==> src/hw/rtl/i8601_pkg.sv <==
// Shared types and constants for the timestamp-to-epoch block.
// Used by i8601_front, i8601_queue, i8601_calc and the top level.
package i8601_pkg;

  // Default depth of the queue between the character checker and the date unit.
  localparam int QUEUE_DEPTH_DEF = 2;

  // One closed timestamp: the accumulated fields and the format verdict.
  typedef struct packed {
    logic        fmt_ok;
    logic [13:0] year;
    logic [6:0]  month;
    logic [6:0]  day;
    logic [6:0]  hour;
    logic [6:0]  minute;
    logic [6:0]  sec;
  } ts_ent_t;

endpackage

==> src/hw/rtl/i8601_front.sv <==
// Character checker: validates each character of YYYY-MM-DDTHH:MM:SSZ by position
// and accumulates the decimal fields. Depends on i8601_pkg.
module i8601_front (
  input  logic              clk,
  input  logic              rst_n,
  input  logic              in_valid,
  output logic              in_stall,
  input  logic [7:0]        in_ch,
  input  logic              in_last,
  output logic              push,
  output i8601_pkg::ts_ent_t push_ent,
  input  logic              q_full
);
  import i8601_pkg::*;

  // Separator positions and the full string length.
  localparam logic [4:0] POS_DASH_A  = 5'd4;
  localparam logic [4:0] POS_DASH_B  = 5'd7;
  localparam logic [4:0] POS_T       = 5'd10;
  localparam logic [4:0] POS_COLON_A = 5'd13;
  localparam logic [4:0] POS_COLON_B = 5'd16;
  localparam logic [4:0] POS_Z       = 5'd19;
  localparam logic [4:0] TS_LEN      = 5'd20;

  localparam logic [7:0] CH_DASH  = 8'h2d;
  localparam logic [7:0] CH_T     = 8'h54;
  localparam logic [7:0] CH_COLON = 8'h3a;
  localparam logic [7:0] CH_Z     = 8'h5a;
  localparam logic [7:0] CH_ZERO  = 8'h30;
  localparam logic [7:0] CH_NINE  = 8'h39;

  logic [4:0]  pos_r, pos_nxt;
  logic [13:0] year_r, year_nxt;
  logic [6:0]  month_r, month_nxt;
  logic [6:0]  day_r, day_nxt;
  logic [6:0]  hour_r, hour_nxt;
  logic [6:0]  minute_r, minute_nxt;
  logic [6:0]  sec_r, sec_nxt;
  logic        err_r, err_nxt;
  logic        bad;
  logic        is_digit;
  logic [3:0]  dig;
  logic        accept;

  // Decimal accumulate, wrapping at the register width.
  function automatic logic [6:0] acc7(input logic [6:0] a, input logic [3:0] d);
    return 7'({a, 3'b000}) + 7'({a, 1'b0}) + 7'(d);
  endfunction

  function automatic logic [13:0] acc14(input logic [13:0] a, input logic [3:0] d);
    return 14'({a, 3'b000}) + 14'({a, 1'b0}) + 14'(d);
  endfunction

  assign in_stall = q_full;
  assign accept   = in_valid && !in_stall;
  assign is_digit = (in_ch >= CH_ZERO) && (in_ch <= CH_NINE);
  assign dig      = in_ch[3:0];

  // Position check and field accumulation for the current character.
  always_comb begin
    bad        = 1'b0;
    year_nxt   = year_r;
    month_nxt  = month_r;
    day_nxt    = day_r;
    hour_nxt   = hour_r;
    minute_nxt = minute_r;
    sec_nxt    = sec_r;
    priority if (pos_r >= TS_LEN) begin
      bad = 1'b1;
    end else if (pos_r == POS_DASH_A || pos_r == POS_DASH_B) begin
      bad = (in_ch != CH_DASH);
    end else if (pos_r == POS_T) begin
      bad = (in_ch != CH_T);
    end else if (pos_r == POS_COLON_A || pos_r == POS_COLON_B) begin
      bad = (in_ch != CH_COLON);
    end else if (pos_r == POS_Z) begin
      bad = (in_ch != CH_Z);
    end else if (!is_digit) begin
      bad = 1'b1;
    end else if (pos_r < POS_DASH_A) begin
      year_nxt = acc14(year_r, dig);
    end else if (pos_r < POS_DASH_B) begin
      month_nxt = acc7(month_r, dig);
    end else if (pos_r < POS_T) begin
      day_nxt = acc7(day_r, dig);
    end else if (pos_r < POS_COLON_A) begin
      hour_nxt = acc7(hour_r, dig);
    end else if (pos_r < POS_COLON_B) begin
      minute_nxt = acc7(minute_r, dig);
    end else begin
      sec_nxt = acc7(sec_r, dig);
    end
    err_nxt = err_r | bad;
    pos_nxt = (pos_r < TS_LEN) ? pos_r + 5'd1 : pos_r;
  end

  // The last character closes the string and hands it to the queue.
  assign push            = accept && in_last;
  assign push_ent.fmt_ok = !err_nxt && (pos_r == POS_Z);
  assign push_ent.year   = year_nxt;
  assign push_ent.month  = month_nxt;
  assign push_ent.day    = day_nxt;
  assign push_ent.hour   = hour_nxt;
  assign push_ent.minute = minute_nxt;
  assign push_ent.sec    = sec_nxt;

  always_ff @(posedge clk) begin
    if (!rst_n || push) begin
      pos_r    <= '0;
      year_r   <= '0;
      month_r  <= '0;
      day_r    <= '0;
      hour_r   <= '0;
      minute_r <= '0;
      sec_r    <= '0;
      err_r    <= 1'b0;
    end else if (accept) begin
      pos_r    <= pos_nxt;
      year_r   <= year_nxt;
      month_r  <= month_nxt;
      day_r    <= day_nxt;
      hour_r   <= hour_nxt;
      minute_r <= minute_nxt;
      sec_r    <= sec_nxt;
      err_r    <= err_nxt;
    end
  end

endmodule

==> src/hw/rtl/i8601_queue.sv <==
// Small register queue of closed timestamps between checker and date unit.
// Depends on i8601_pkg; DEPTH must be at least 2.
module i8601_queue #(
  parameter int DEPTH = i8601_pkg::QUEUE_DEPTH_DEF
) (
  input  logic               clk,
  input  logic               rst_n,
  input  logic               push,
  input  i8601_pkg::ts_ent_t push_ent,
  output logic               full,
  input  logic               pop,
  output i8601_pkg::ts_ent_t pop_ent,
  output logic               empty
);
  import i8601_pkg::*;

  localparam int PTR_W = $clog2(DEPTH);
  localparam int CNT_W = $clog2(DEPTH + 1);

  ts_ent_t           ent_r [DEPTH];
  logic [PTR_W-1:0]  wr_ptr_r;
  logic [PTR_W-1:0]  rd_ptr_r;
  logic [CNT_W-1:0]  count_r;
  logic              do_push;
  logic              do_pop;

  assign full    = (count_r == CNT_W'(DEPTH));
  assign empty   = (count_r == '0);
  assign do_push = push && !full;
  assign do_pop  = pop && !empty;
  assign pop_ent = ent_r[rd_ptr_r];

  // Entry storage.
  always_ff @(posedge clk) begin
    if (do_push) begin
      ent_r[wr_ptr_r] <= push_ent;
    end
  end

  // Pointers and fill count.
  always_ff @(posedge clk) begin
    if (!rst_n) begin
      wr_ptr_r <= '0;
      rd_ptr_r <= '0;
      count_r  <= '0;
    end else begin
      if (do_push) begin
        wr_ptr_r <= (wr_ptr_r == PTR_W'(DEPTH - 1)) ? '0 : wr_ptr_r + PTR_W'(1);
      end
      if (do_pop) begin
        rd_ptr_r <= (rd_ptr_r == PTR_W'(DEPTH - 1)) ? '0 : rd_ptr_r + PTR_W'(1);
      end
      if (do_push && !do_pop) begin
        count_r <= count_r + CNT_W'(1);
      end else if (do_pop && !do_push) begin
        count_r <= count_r - CNT_W'(1);
      end
    end
  end

endmodule

==> src/hw/rtl/i8601_calc.sv <==
// Date unit: range checks and civil date to day count, seconds and weekday,
// as a five-step sequencer with an output register. Depends on i8601_pkg.
module i8601_calc (
  input  logic               clk,
  input  logic               rst_n,
  input  i8601_pkg::ts_ent_t pop_ent,
  input  logic               empty,
  output logic               pop,
  output logic               out_valid,
  input  logic               out_stall,
  output logic               out_valid_res,
  output logic signed [38:0] out_epoch_seconds,
  output logic [4:0]         out_hour_of_day,
  output logic [2:0]         out_weekday
);
  import i8601_pkg::*;

  typedef enum logic [2:0] {
    ST_IDLE,
    ST_DIV,
    ST_SUM,
    ST_DAYS,
    ST_OUT
  } state_t;

  // Reciprocal of 25 scaled by 2^16; exact for quotients of values below 4096.
  localparam logic [11:0] RECIP_25   = 12'd2622;
  // Day count of the year offset by one era, minus that offset, gives epoch days.
  localparam logic [23:0] DAY_BIAS   = 24'd865565;
  localparam logic [13:0] ERA_YEARS  = 14'd400;
  localparam logic [22:0] DAYS_YEAR  = 23'd365;
  localparam logic [16:0] SECS_HOUR  = 17'd3600;
  localparam logic [16:0] SECS_MIN   = 17'd60;
  localparam logic [14:0] YEARS_CENT = 15'd100;
  localparam logic [6:0]  MONTH_FEB  = 7'd2;
  localparam logic [6:0]  MONTH_DEC  = 7'd12;
  localparam logic [6:0]  HOUR_MAX   = 7'd23;
  localparam logic [6:0]  MINSEC_MAX = 7'd59;
  localparam logic signed [40:0] SECS_DAY = 41'sd86400;

  state_t              state_r;
  ts_ent_t             ent_r;
  logic [13:0]         y2_r;
  logic [3:0]          mp_r;
  logic [7:0]          c100_r;
  logic [7:0]          yc_r;
  logic [22:0]         y365_r;
  logic [16:0]         tod_r;
  logic [8:0]          doy_r;
  logic [22:0]         raw_r;
  logic                good_r;
  logic signed [23:0]  days_r;
  logic [2:0]          wd_r;
  logic                out_valid_r;
  logic                res_r;
  logic signed [38:0]  epoch_r;
  logic [4:0]          hour_out_r;
  logic [2:0]          wd_out_r;

  logic                early;
  logic [23:0]         c100_prod;
  logic [23:0]         yc_prod;
  logic                leap;
  logic [6:0]          mlen;
  logic                range_ok;
  logic signed [40:0]  secs_full;
  logic                load_out;

  // Days before the first of a month, counting from March.
  function automatic logic [8:0] doy_base(input logic [3:0] mp);
    logic [8:0] v;
    unique case (mp)
      4'd0:    v = 9'd0;
      4'd1:    v = 9'd31;
      4'd2:    v = 9'd61;
      4'd3:    v = 9'd92;
      4'd4:    v = 9'd122;
      4'd5:    v = 9'd153;
      4'd6:    v = 9'd184;
      4'd7:    v = 9'd214;
      4'd8:    v = 9'd245;
      4'd9:    v = 9'd275;
      4'd10:   v = 9'd306;
      4'd11:   v = 9'd337;
      default: v = 9'd0;
    endcase
    return v;
  endfunction

  // Residue mod 7 by folding octal digits, since 8 is 1 mod 7.
  function automatic logic [2:0] mod7(input logic [23:0] x);
    logic [5:0] s1;
    logic [3:0] s2;
    logic [2:0] s3;
    s1 = '0;
    for (int i = 0; i < 8; i++) begin
      s1 = s1 + 6'(x[3*i +: 3]);
    end
    s2 = 4'(s1[5:3]) + 4'(s1[2:0]);
    s3 = 3'(s2[3]) + s2[2:0];
    return (s3 == 3'd7) ? 3'd0 : s3;
  endfunction

  assign pop   = (state_r == ST_IDLE) && !empty;
  assign early = (pop_ent.month <= MONTH_FEB);

  // The output register takes a new result when it is free or being emptied.
  assign load_out = (state_r == ST_OUT) && (!out_valid_r || !out_stall);

  // Century quotients of the shifted year and of the calendar year.
  assign c100_prod = {12'b0, y2_r[13:2]} * {12'b0, RECIP_25};
  assign yc_prod   = {12'b0, ent_r.year[13:2]} * {12'b0, RECIP_25};

  // Gregorian leap rule and month length.
  assign leap = (ent_r.year[1:0] == 2'b00) &&
                ((15'(yc_r) * YEARS_CENT != {1'b0, ent_r.year}) || (yc_r[1:0] == 2'b00));

  always_comb begin
    unique case (ent_r.month)
      7'd4, 7'd6, 7'd9, 7'd11: mlen = 7'd30;
      MONTH_FEB:               mlen = leap ? 7'd29 : 7'd28;
      default:                 mlen = 7'd31;
    endcase
  end

  assign range_ok = (ent_r.month >= 7'd1) && (ent_r.month <= MONTH_DEC) &&
                    (ent_r.day >= 7'd1) && (ent_r.day <= mlen) &&
                    (ent_r.hour <= HOUR_MAX) && (ent_r.minute <= MINSEC_MAX) &&
                    (ent_r.sec <= MINSEC_MAX);

  assign secs_full = $signed({{17{days_r[23]}}, days_r}) * SECS_DAY;

  // Sequencer, working registers and the output register.
  always_ff @(posedge clk) begin
    if (!rst_n) begin
      state_r     <= ST_IDLE;
      out_valid_r <= 1'b0;
    end else begin
      if (load_out) begin
        out_valid_r <= 1'b1;
      end else if (out_valid_r && !out_stall) begin
        out_valid_r <= 1'b0;
      end
      unique case (state_r)
        ST_IDLE: begin
          if (pop) begin
            ent_r   <= pop_ent;
            y2_r    <= pop_ent.year + ERA_YEARS - {13'b0, early};
            mp_r    <= early ? 4'(pop_ent.month + 7'd9) : 4'(pop_ent.month - 7'd3);
            state_r <= ST_DIV;
          end
        end
        ST_DIV: begin
          c100_r  <= c100_prod[23:16];
          yc_r    <= yc_prod[23:16];
          y365_r  <= 23'(y2_r) * DAYS_YEAR;
          tod_r   <= 17'(ent_r.hour) * SECS_HOUR + 17'(ent_r.minute) * SECS_MIN +
                     17'(ent_r.sec);
          doy_r   <= doy_base(mp_r) + 9'(ent_r.day) - 9'd1;
          state_r <= ST_SUM;
        end
        ST_SUM: begin
          raw_r   <= y365_r + 23'(y2_r[13:2]) - 23'(c100_r) + 23'(c100_r[7:2]) +
                     23'(doy_r);
          good_r  <= ent_r.fmt_ok && range_ok;
          state_r <= ST_DAYS;
        end
        ST_DAYS: begin
          days_r  <= $signed({1'b0, raw_r} - DAY_BIAS);
          wd_r    <= mod7({1'b0, raw_r} + 24'd2);
          state_r <= ST_OUT;
        end
        ST_OUT: begin
          if (load_out) begin
            res_r       <= good_r;
            epoch_r     <= good_r ? $signed(secs_full[38:0] + {22'b0, tod_r}) : '0;
            hour_out_r  <= good_r ? ent_r.hour[4:0] : '0;
            wd_out_r    <= good_r ? wd_r : '0;
            state_r     <= ST_IDLE;
          end
        end
        default: state_r <= ST_IDLE;
      endcase
    end
  end

  assign out_valid         = out_valid_r;
  assign out_valid_res     = res_r;
  assign out_epoch_seconds = epoch_r;
  assign out_hour_of_day   = hour_out_r;
  assign out_weekday       = wd_out_r;

endmodule

==> src/hw/rtl/iso8601_timestamp_to_epoch.sv <==
// Top level: UTC timestamp text YYYY-MM-DDTHH:MM:SSZ to signed Unix seconds.
// Depends on i8601_pkg, i8601_front, i8601_queue and i8601_calc.
//
//   Channel  Handshake             Payload
//   input    in_valid / in_stall   in_ch[7:0], in_last
//   output   out_valid / out_stall out_valid_res, out_epoch_seconds[38:0],
//                                  out_hour_of_day[4:0], out_weekday[2:0]
//
// Characters are taken one per cycle; the checker stalls only when the queue is full.
// Each closed string passes through the sequencer states ST_DIV, ST_SUM, ST_DAYS and
// ST_OUT of the date unit; a new string is popped from the queue only in ST_IDLE, so
// the date unit takes no new string before the last result is in its output register.
// Reset is synchronous and active low; it clears the position, error flag,
// queue pointers, sequencer state and output valid.
// A stalled result holds in the output register while the checker keeps working until the queue is full.
module iso8601_timestamp_to_epoch #(
  parameter int QUEUE_DEPTH = i8601_pkg::QUEUE_DEPTH_DEF
) (
  input  logic               clk,
  input  logic               rst_n,
  input  logic               in_valid,
  output logic               in_stall,
  input  logic [7:0]         in_ch,
  input  logic               in_last,
  output logic               out_valid,
  input  logic               out_stall,
  output logic               out_valid_res,
  output logic signed [38:0] out_epoch_seconds,
  output logic [4:0]         out_hour_of_day,
  output logic [2:0]         out_weekday
);
  import i8601_pkg::*;

  logic    push;
  ts_ent_t push_ent;
  logic    q_full;
  logic    pop;
  ts_ent_t pop_ent;
  logic    q_empty;

  i8601_front u_front (
    .clk      (clk),
    .rst_n    (rst_n),
    .in_valid (in_valid),
    .in_stall (in_stall),
    .in_ch    (in_ch),
    .in_last  (in_last),
    .push     (push),
    .push_ent (push_ent),
    .q_full   (q_full)
  );

  i8601_queue #(
    .DEPTH (QUEUE_DEPTH)
  ) u_queue (
    .clk      (clk),
    .rst_n    (rst_n),
    .push     (push),
    .push_ent (push_ent),
    .full     (q_full),
    .pop      (pop),
    .pop_ent  (pop_ent),
    .empty    (q_empty)
  );

  i8601_calc u_calc (
    .clk               (clk),
    .rst_n             (rst_n),
    .pop_ent           (pop_ent),
    .empty             (q_empty),
    .pop               (pop),
    .out_valid         (out_valid),
    .out_stall         (out_stall),
    .out_valid_res     (out_valid_res),
    .out_epoch_seconds (out_epoch_seconds),
    .out_hour_of_day   (out_hour_of_day),
    .out_weekday       (out_weekday)
  );

endmodule
==> config.mk <==
export PLATFORM = sky130hd
export DESIGN_NAME = iso8601_timestamp_to_epoch
export DESIGN_NICKNAME = d
export VERILOG_FILES = /design/src/hw/rtl/i8601_pkg.sv /design/src/hw/rtl/i8601_front.sv /design/src/hw/rtl/i8601_queue.sv /design/src/hw/rtl/i8601_calc.sv /design/src/hw/rtl/iso8601_timestamp_to_epoch.sv
export SDC_FILE = /design/constraint.sdc
export NUM_CORES = 2
export LEC_CHECK = 0
export ABC_AREA = 1
export ABC_CLOCK_PERIOD_IN_PS = 6200
export BUFFER_PORTS_ARGS = -buffer_cell sky130_fd_sc_hd__buf_2
export CORE_AREA = 2 2 278 280
export CTS_CLUSTER_DIAMETER = 60
export DETAILED_ROUTE_END_ITERATION = 6
export DIE_AREA = 0 0 280 282
export GPL_TIMING_DRIVEN = 0
export PLACE_DENSITY_LB_ADDON = 0.15
export RECOVER_POWER = 25
export SLEW_MARGIN = 40
export SYNTH_ARGS = -nofsm -noshare
export SYNTH_HDL_FRONTEND = slang
export SYNTH_SLANG_ARGS = --single-unit
==> constraint.sdc <==
create_clock -name clk -period 6.2 [get_ports clk]
set_input_delay 1.86 -clock clk [delete_from_list [all_inputs] [get_ports clk]]
set_output_delay 1.86 -clock clk [all_outputs]
set_load 0.005 [all_outputs]
==> results.md <==
- The maximum fanout along the worst path is 3.
- The area of combinational cells with multiple inputs is 0.0226 mm^2.
- The time the final worst path needs with I/O delays and setup is 6.52 ns.
- The initialized floorplan defines 101 standard-cell rows.
- The final max-slew violation count is 0.
- The element type at the critical path start is a register.
- The final number of hold-violating endpoints was 0.
- The starting density of the core is 49.7%.
- The TritonCTS clock tree is done.
- The most common cell after layout, fill and taps aside is sky130_fd_sc_hd__inv_1.
- The final antenna-violating net count is 0.
- The count of different cell masters after synthesis is 58.
- The last weighted congestion value of the routability-driven placer is 0.873.
- The number of input and output port buffers inserted is 62.
- After the last flow step, the layout net total stands at 5,182.
- The minimum setup slack after placement is -0.563 ns.
- Entering global routing, the biggest net connects 23 pins.
- Across the routed clock network, the largest skew measured is 0.0534 ns.
- The portion of the post-synthesis area used by sequential elements is 30.4%.
- The topmost layer with routed signal wires is met4.
- From bottom edge to top edge, the die measures 282 um.
- For this run, the slowest stage of the critical path takes 0.57 ns.
- Setup slack on the critical path of the routed design comes to -0.319 ns.
- The Yosys step of the flow raised 0 warnings.
- The number of clock sinks is 405.
- The worst path uses 105% of the clock period.
- The number of remaining DRC errors is 0.
- The number of antenna violations at the first check in global routing is 0.
- Setup violations remaining at the end of the flow were counted as 3.
- The net count after synthesis is 5,013.
- Of all flip-flops after synthesis, the portion carrying an async set or reset was 0%.
- The first detailed-routing pass ran for 5 iterations.
- The detailed-route via count is 26,200.
- For this run, the leading register cell type out of synthesis is sky130_fd_sc_hd__edfxtp_1.
- Setup repair after global routing could not meet its margin everywhere.
- The placeable core region is 0.0757 mm^2.
- In this run, placement finished with an instance count of 5,195.
- After legalization and detailed placement, the total HPWL measured 61,400 um.
- In this run the number of H-tree levels came out at 2.
- Global routing used 19.7% of the available tracks across all layers.
- The clock input transition at the sequential cells of the worst setup and hold paths is 0.06 ns.
- The count of max-cap constraint violations is 0.
- The synthesized area divided by synthesized cell count is 9.09 um^2.
- Data arrives at the worst endpoint at 6.89 ns.
- Measured against its own limit, the worst slew margin works out to 23.0%.
- The setup path with the least slack is of type register to register.
- Synthesis inferred 405 register bits.
- The setup total negative slack is -0.754 ns.
- For the worst setup path, the data required time is 6.57 ns.
- The clock passes through at most 3 buffers.
- 0 antenna diodes ended up in the layout.
- After detailed routing, the average wire length per cell comes to 14.0 um.
- In the routed layout, each cell is associated on average with a via count of 4.92.
- The clock root buffer is sky130_fd_sc_hd__clkbuf_16.
- The number of CTS-inserted buffers is 49.
- The checks that failed: negative setup slack.
- Detailed routing placed a total of 36,600 um of wire on met2.
- The number of placed I/O pins is 63.
- The detailed route wirelength on metal3 is 1950 um.
- Of the cells placed in the final design, the portion with a size suffix greater than 1 is 7.34%.
- The first global-routing pass estimated 127,000 um of wire.
- The highest attainable clock frequency is 153 MHz.
- Global routing finished with a remaining overflow of 0.
- Leaving out fill and tap cells, the most frequent cells in the layout are sky130_fd_sc_hd__inv_1 (912), sky130_fd_sc_hd__nand2_1 (672), sky130_fd_sc_hd__ha_1 (595), sky130_fd_sc_hd__edfxtp_1 (332), sky130_fd_sc_hd__fa_1 (263).
- In this run the horizontal extent of the chip is 280 um.
- After detailed routing, the total wire length is 74,600 um.
- The first routing iteration left 1,113 violations.
- For the pin with the worst max-slew slack, the measured transition is 1.16 ns.
- The count of flip-flops with a built-in enable after synthesis is 332.
- The filler-free cell count of the finished design is 5,323.
- The endpoint kind of the worst setup timing path is a register.
- The class of the most critical hold timing path is register to register.
- After clock tree synthesis, the flow added hold-fix buffers numbering 0.
- The run finished, with violations left.
- The clock latency on the worst-skew pair is 0.61 ns.
- In the final layout, flip-flops and latches occupy 0.0114 mm^2.
- In the synthesized netlist, the number of instances is 4,136.
- The number of global-route vias before repair is 26,300.
- The area of the mapped netlist is 0.0376 mm^2.
- The filler cells instantiated in the layout total 6,930.
- Among all stages on the critical path, the largest delay is contributed by sky130_fd_sc_hd__fa_1.
- The area of the die is 0.0790 mm^2.
- The area added between synthesis and finish is 10.1%.
- The detailed router put a total of 35,000 um of wire on met1.
[cells in the mapped netlist, drive strengths merged (3+ instances only)]
master / number / area share (%)
dfxtp: 73 / 3.9
o21ai: 206 / 2.8
nand3: 136 / 1.9
o21bai: 15 / 0.30
nand3b: 9 / 0.18
buf: 5 / 0.067
nand2: 694 / 7.1
inv: 931 / 9.3
a21boi: 4 / 0.080
a31oi: 11 / 0.18
and3: 5 / 0.083
o211ai: 7 / 0.14
a21o: 9 / 0.18
edfxtp: 332 / 27
a21oi: 222 / 3.0
clkinv: 3 / 0.030
or2: 23 / 0.39
o21a: 7 / 0.14
nor4: 14 / 0.29
xnor2: 77 / 1.8
nor3: 27 / 0.45
xor2: 124 / 2.9
clkbuf: 34 / 0.35
nor2: 234 / 2.6
nand4: 42 / 0.73
and2: 6 / 0.10
fa: 265 / 14
ha: 599 / 20
a211oi: 5 / 0.10
o31ai: 3 / 0.060
[flip-flops by register name, indices dropped and copies added (netlist names), 5 cells and up, named ones only]
register                  cells
u_front.year_r               14
u_calc.doy_r                  9
u_front.day_r                 7
u_front.minute_r              7
u_calc.y365_r                23
u_front.pos_r                 5
u_front.month_r               7
u_queue.ent_r               100
u_calc.raw_r                 23
u_calc.tod_r                 17
u_calc.y2_r                  14
u_calc.out_hour_of_day        5
u_calc.out_epoch_seconds     39
u_calc.yc_r                   8
u_front.sec_r                 7
u_calc.c100_r                 8
u_calc.ent_r                 50
u_front.hour_r                7
u_calc.days_r                24
[cells by family after synthesis]
family / synth area share (%)
compound gates: 7.18
xor+xnor: 4.68
fa+ha+maj: 34.1
buf+inv: 9.75
flops: 30.4
simple gates: 13.9
[layer usage]
metal	global-route usage [%]	vias to the layer above
met5	0	-
met4	3.81	0
met3	2.24	68
met2	35.1	246
met1	25.9	12200
li1	-	13700
[layout make-up]
type	instances	area share [%]
well taps	978	2.96
inverters	934	8.48
flip-flops and latches	405	27.6
clock buffers	67	3.25
repair buffers	118	2.00
multi-input cells	2758	54.7
clock inverters	24	0.620
plain buffers	39	0.381
[metrics by stage]
stage | instance area [um^2] | utilization [%] | hold slack (ns)
2_1_floorplan | 37600 | - | 0.400
3_3_place_gp | 39100 | 51.7 | 0.403
3_5_place_dp | 39500 | 52.1 | 0.405
4_1_cts | 41300 | 54.6 | 0.419
5_1_grt | 41400 | 54.6 | 0.430
6_report | 41400 | 54.6 | 0.417
[worst max-delay path: cells and delay by family (launching register included)]
kind / cells / cell delay [ns]
adders and majority gates: 9 / 3.34
DFF: 1 / 0.38
AOI/OAI and AO/OA: 2 / 0.28
and+or+nand+nor: 10 / 1.43
buffers and inverters: 6 / 0.37
xor gates and xnor gates: 3 / 0.50
[final timing paths]
check	end	slack (ns)	start	cells past startpoint
max	u_calc.wd_r[0]	-0.32	u_calc.raw_r[1]	30
min	u_calc.tod_r[0]	0.42	u_calc.ent_r[0]	0
max reg2reg	u_calc.wd_r[0]	-0.32	u_calc.raw_r[1]	30
min reg2reg	u_calc.tod_r[0]	0.42	u_calc.ent_r[0]	0
[what timing repair did]
action,4_1_cts,5_1_grt
hold endpoints to repair,0,0
setup buffers,29,8
pin swaps,20,31
setup endpoints to repair,3,3
gates resized for setup,14,18
Power is not shown: default switching activity piles up to over one toggle a cycle in this logic, so the estimate is an artifact.
